## src/rtl/core/sqtu_pkg.sv

```systemverilog
`timescale 1ns / 1ps
// ----------------------------------------------------------------------------
// SARSA Q-table update: shared types and constants
// Item and result payloads, register indexes, item commands and the
// controller/datapath handshake structs.
// ----------------------------------------------------------------------------
package sqtu_pkg;

	// item commands
	localparam logic CMD_LOAD = 1'b0;
	localparam logic CMD_STEP = 1'b1;

	// configuration register indexes
	localparam logic [1:0] REG_LEARN_RATE   = 2'd0;
	localparam logic [1:0] REG_DISCOUNT     = 2'd1;
	localparam logic [1:0] REG_EXPLORE_RATE = 2'd2;

	// register reset values, unsigned Q0.16
	localparam logic [15:0] LEARN_RATE_RST   = 16'd13107;
	localparam logic [15:0] DISCOUNT_RST     = 16'd58982;
	localparam logic [15:0] EXPLORE_RATE_RST = 16'd19661;

	typedef struct packed {
		logic               cmd;
		logic [3:0]         cur_x;
		logic [2:0]         cur_y;
		logic [1:0]         act;
		logic signed [7:0]  reward;
		logic [3:0]         next_x;
		logic [2:0]         next_y;
		logic [15:0]        explore_draw;
		logic [1:0]         random_action;
		logic signed [15:0] load_value;
	} item_t;

	typedef struct packed {
		logic [1:0]         next_action;
		logic signed [15:0] new_q;
	} result_t;

	// controller to datapath
	typedef struct packed {
		logic latch;
		logic scan;
		logic mul1;
		logic td;
		logic mul2;
		logic wb;
	} ctl_t;

	// datapath to controller
	typedef struct packed {
		logic scan_last;
	} stat_t;

endpackage

```

## src/rtl/core/sqtu_ctrl.sv

```systemverilog
`timescale 1ns / 1ps
// ----------------------------------------------------------------------------
// SARSA Q-table update: controller
// Sequences one item: table scan of the next cell, the current entry read,
// two multiply steps with the TD sum between, and the write-back. A load goes straight to write-back.
// ----------------------------------------------------------------------------
module sqtu_ctrl
	import sqtu_pkg::*;
(
	input  logic  clk,
	input  logic  arst_n,
	input  logic  start,
	input  logic  start_cmd,
	input  stat_t stat,
	output ctl_t  ctl,
	output logic  busy
);

	typedef enum logic [6:0] {
		ST_IDLE  = 7'b0000001,
		ST_SCAN  = 7'b0000010,
		ST_DRAIN = 7'b0000100,
		ST_MUL1  = 7'b0001000,
		ST_TD    = 7'b0010000,
		ST_MUL2  = 7'b0100000,
		ST_WB    = 7'b1000000
	} state_t;

	state_t state_q, state_d;

	always_comb begin
		state_d = state_q;
		ctl     = '0;
		unique case (state_q)
			ST_IDLE: begin
				if (start) begin
					ctl.latch = 1'b1;
					state_d   = (start_cmd == CMD_STEP) ? ST_SCAN : ST_WB;
				end
			end
			ST_SCAN: begin
				ctl.scan = 1'b1;
				if (stat.scan_last) begin
					state_d = ST_DRAIN;
				end
			end
			// last read (current entry) lands in this cycle
			ST_DRAIN: state_d = ST_MUL1;
			ST_MUL1: begin
				ctl.mul1 = 1'b1;
				state_d  = ST_TD;
			end
			ST_TD: begin
				ctl.td  = 1'b1;
				state_d = ST_MUL2;
			end
			ST_MUL2: begin
				ctl.mul2 = 1'b1;
				state_d  = ST_WB;
			end
			ST_WB: begin
				ctl.wb  = 1'b1;
				state_d = ST_IDLE;
			end
			default: state_d = ST_IDLE;
		endcase
	end

	always_ff @(posedge clk or negedge arst_n) begin
		if (!arst_n) begin
			state_q <= ST_IDLE;
		end else begin
			state_q <= state_d;
		end
	end

	assign busy = (state_q != ST_IDLE);

endmodule

```

## config.mk

```make
export PLATFORM = sky130hd
export DESIGN_NAME = sqtu_ctrl
export DESIGN_NICKNAME = d
export VERILOG_FILES = /design/src/rtl/core/sqtu_pkg.sv /design/src/rtl/core/sqtu_ctrl.sv
export SDC_FILE = /design/constraint.sdc
export NUM_CORES = 1
export LEC_CHECK = 0
export BUFFER_PORTS_ARGS = -buffer_cell sky130_fd_sc_hd__buf_4
export CORE_AREA = 10 10 47 49
export CTS_CLUSTER_DIAMETER = 50
export DETAILED_ROUTE_END_ITERATION = 8
export DIE_AREA = 0 0 57 59
export HOLD_SLACK_MARGIN = 0.05
export PLACE_DENSITY = 0.48
export SLEW_MARGIN = 20
export SYNTH_ARGS = -nofsm -noshare
export SYNTH_HDL_FRONTEND = slang
export SYNTH_SLANG_ARGS = --single-unit
```

## constraint.sdc

```tcl
create_clock -name clk -period 3.05 [get_ports clk]
set_input_delay 0.305 -clock clk [delete_from_list [all_inputs] [get_ports clk]]
set_output_delay 0.305 -clock clk [all_outputs]
set_load 0.02 [all_outputs]
```

==> impl_metrics.env <==
export IMPL_place_ws_ps=1239
export IMPL_synth_area_per_cell_sq_um=10.82
export IMPL_drt_iter0_markers=10
export IMPL_fillers=151
export IMPL_max_clock_path_buffers=2
export IMPL_finalNonFillerCells=69
export IMPL_final_antenna_net_count=0
export IMPL_diodes=0
export IMPL_via_per_inst=5.058
export IMPL_yosys_area_share_simple_pct=43.44
export IMPL_relSlewSlack_pct=68.17
export IMPL_grt_busiest_layer="met2"
export IMPL_finalHoldViolCount=0
export IMPL_synth_top_cell_by_area="dfrtp_1"
export IMPL_regToRegEndpoint="state_q[6]$_DFFE_PN0P_"
export IMPL_ctsResizeCount=0
export IMPL_placed_cells=64
export IMPL_startpoint_type="register"
export IMPL_clock_sinks=7
export IMPL_multiInputGateArea_sq_um=220.2
export IMPL_initial_core_util_pct=28.57
export IMPL_synth_edf_count=0
export IMPL_globalRouteMet3Util_pct=3.004
export IMPL_async_flop_share_pct=100.0
export IMPL_finalPower_w=0.0003942
export IMPL_wire_per_inst_um=14.70
export IMPL_grt_max_degree=8
export IMPL_clock_skew_ps=2.160
export IMPL_yosysSeqAreaShare_pct=44.06
export IMPL_ys_warn_count=0
export IMPL_top_register="state_q"
export IMPL_gr_usage_met2_pct=10.08
export IMPL_fin_ws_ps=959.6
export IMPL_rows=14
export IMPL_cts_htree_levels=1
export IMPL_synth_seq_cells=7
export IMPL_critPathKind="reg -> out"
export IMPL_die_y_um=59
export IMPL_rrSetupSlack_ps=1510
export IMPL_synth_top_family_by_area="simple AND/OR/NAND/NOR gates"
export IMPL_antenna_found_initial=0
export IMPL_rr_startpoint="state_q[2]$_DFFE_PN0P_"
export IMPL_clk_transition_reported_paths_ps=50
export IMPL_synth_mux_area_share_pct=0
export IMPL_drv_cap=0
export IMPL_worst_ep_arrival_time_ps=1790
export IMPL_power_density_nw_per_um2=731.0
export IMPL_yosysTopAreaCellShare_pct=37.50
export IMPL_largestRegisters="state_q (7)"
export IMPL_power_leakage_nw=0.2516
export IMPL_synth_adder_area_share_pct=0
export IMPL_syn_inst=37
export IMPL_drtPass1Iterations=5
export IMPL_worstPathRequired_ps=2740
export IMPL_netlist_top_cells_area="dfrtp_1 38%, dfstp_2 6.6%, nor4b_1 6.6%, and2_1 6.3%, nor4b_4 5.9%"
export IMPL_totalWireLength_um=1014
export IMPL_syn_nets=42
export IMPL_outcome="finished, final reports clean"
export IMPL_fin_crit_sh_pct=68.54
export IMPL_vias=349
export IMPL_tightest_slew_ps=470.8
export IMPL_fin_crit_ps=2090
export IMPL_r2r_cells=3
export IMPL_synth_compound_area_share_pct=9.375
export IMPL_regArea_sq_um=176.4
export IMPL_dieArea_sq_um=3363
export IMPL_synthesis_area_sq_um=400.4
export IMPL_gp_congestion=0.8738
export IMPL_coreArea_sq_um=1401
export IMPL_grt_pass1_wl_um=1683
export IMPL_cts_made_buffers=3
export IMPL_grt_ovfl_total=0
export IMPL_track_usage_pct=6.473
export IMPL_drv_slew=0
export IMPL_end_kind="primary output"
export IMPL_cts_root_buf="clkbuf_4"
export IMPL_die_width_um=57
export IMPL_clock_latency_ps=250
export IMPL_hold_path_depth=2
export IMPL_cts_tree="built"
export IMPL_grt_pass1_vias=372
export IMPL_fmax_mhz=478.4
export IMPL_synth_cell_type_count=23
export IMPL_largest_reg_flops=7
export IMPL_min_to="state_q[2]$_DFFE_PN0P_"
export IMPL_syn_to_final_growth_pct=34.69
export IMPL_synth_xor_area_share_pct=2.188
export IMPL_gr_usage_met1_pct=6.627
export IMPL_io_buffer_count=11
export IMPL_setup_tns_ps=0
export IMPL_setup_viol=0
export IMPL_rsz0062_at_grt="no"
export IMPL_synthFlopType="dfrtp_1"
export IMPL_nets=59
export IMPL_io_pins=12
export IMPL_hp_start="stat"
export IMPL_cp_max_fo=7
export IMPL_ir_worst_vdd_uv=275.4
export IMPL_route_detailed_drc=0
export IMPL_min_path_type="in -> reg"
export IMPL_drive_gt1_share_pct=35.85
==> routing by layer <==
metal,vias up,wire length (um)
met4,0,0
met1,167,482
li1,171,-
met3,0,55
met5,-,0
met2,11,475
==> synth_stat cells (2+ instances only) <==
| master | number |
|---|---|
| and2_1 | 4 |
| dfrtp_1 | 6 |
| nand2_1 | 2 |
| nor2_1 | 2 |
| nor3b_1 | 3 |
| nor4b_1 | 3 |
==> per-stage QoR <==
stage | hold slack, ps | instance area (sq um) | util (%)
3_5_place_dp | 122.1 | 503.0 | 35.89
4_1_cts | 291.4 | 539.3 | 38.48
6_report | 294.4 | 539.3 | 38.48
2_1_floorplan | 9.409 | 400.4 | -
3_3_place_gp | 122.7 | 503.0 | 35.89
5_1_grt | 291.1 | 539.3 | 38.48
==> what timing repair did <==
| action | 4_1_cts | 5_1_grt |
|---|---|---|
| hold endpoints to repair | 7 | 0 |
| hold buffers | 1 | 0 |
| buffers inserted | 0 | 0 |
==> area by class of cell <==
class	instances	share of cell area (%)
Inverter	1	0.6961
Multi-Input combinational cell	29	40.84
Timing Repair Buffer	12	17.17
Tap cell	16	3.712
Clock buffer	4	4.872
Sequential cell	7	32.71
==> worst max-delay path: stages, from the launching register on <==
cell and delay [ps]:
dfrtp_1 450, or4_4 560, nor4b_1 330, buf_4 200
==> power breakdown <==
| group | internal, W | leakage (nW) | switching (W) |
|---|---|---|---|
| registers | 0.000115 | 0.0930 | 0.0000334 |
| logic | 0.0000733 | 0.144 | 0.0000888 |
| clock network | 0.0000499 | 0.0150 | 0.0000335 |
| total | 0.000239 | 0.252 | 0.000156 |
==> worst max-delay path by stage <==
stage | to | startpoint | cells after the start | slack, ps
6_report | ctl[0] | state_q[2]$_DFFE_PN0P_ | 3 | 960
5_1_grt | ctl[0] | state_q[2]$_DFFE_PN0P_ | 3 | 860
4_1_cts | ctl[0] | state_q[2]$_DFFE_PN0P_ | 3 | 950
3_5_place_dp | ctl[0] | state_q[2]$_DFFE_PN0P_ | 3 | 1240
3_3_place_gp | ctl[0] | state_q[2]$_DFFE_PN0P_ | 3 | 1270
2_1_floorplan | ctl[0] | state_q[4]$_DFFE_PN0P_ | 2 | 990
==> layout by cell type, fill, tap and decap left out <==
cell type      netlist  layout
nand3_1              1       1
a211o_1              1       1
nor2b_1              1       1
nor2_1               2       2
nand2b_1             1       1
nor4_2               1       1
nor4b_4              1       1
nor4_1               1       1
xor2_1               1       1
a2bb2oi_1            1       1
or4_4                1       1
a211oi_1             1       1
dlygate4sd3_1        0       1
inv_1                1       1
buf_4                0      11
nor3b_1              3       3
or3b_2               1       1
nand2_1              2       2
o21ai_0              1       1
clkbuf_4             0       3
a21boi_1             1       1
nor3_1               1       1
dfrtp_1              6       6
nor4b_1              3       3
and2_1               4       4
dfstp_2              1       1
clkbuf_1             0       1
==> logic make-up (layout without fill, tap and decap cells) <==
group                     after synthesis  in the layout
buffers and inverters                   1             17
xor gates and xnor gates                1              1
AOI/OAI and AO/OA                       5              5
and+or+nand+nor                        23             23
DFF                                     7              7
(Power assumes the default switching activity.)
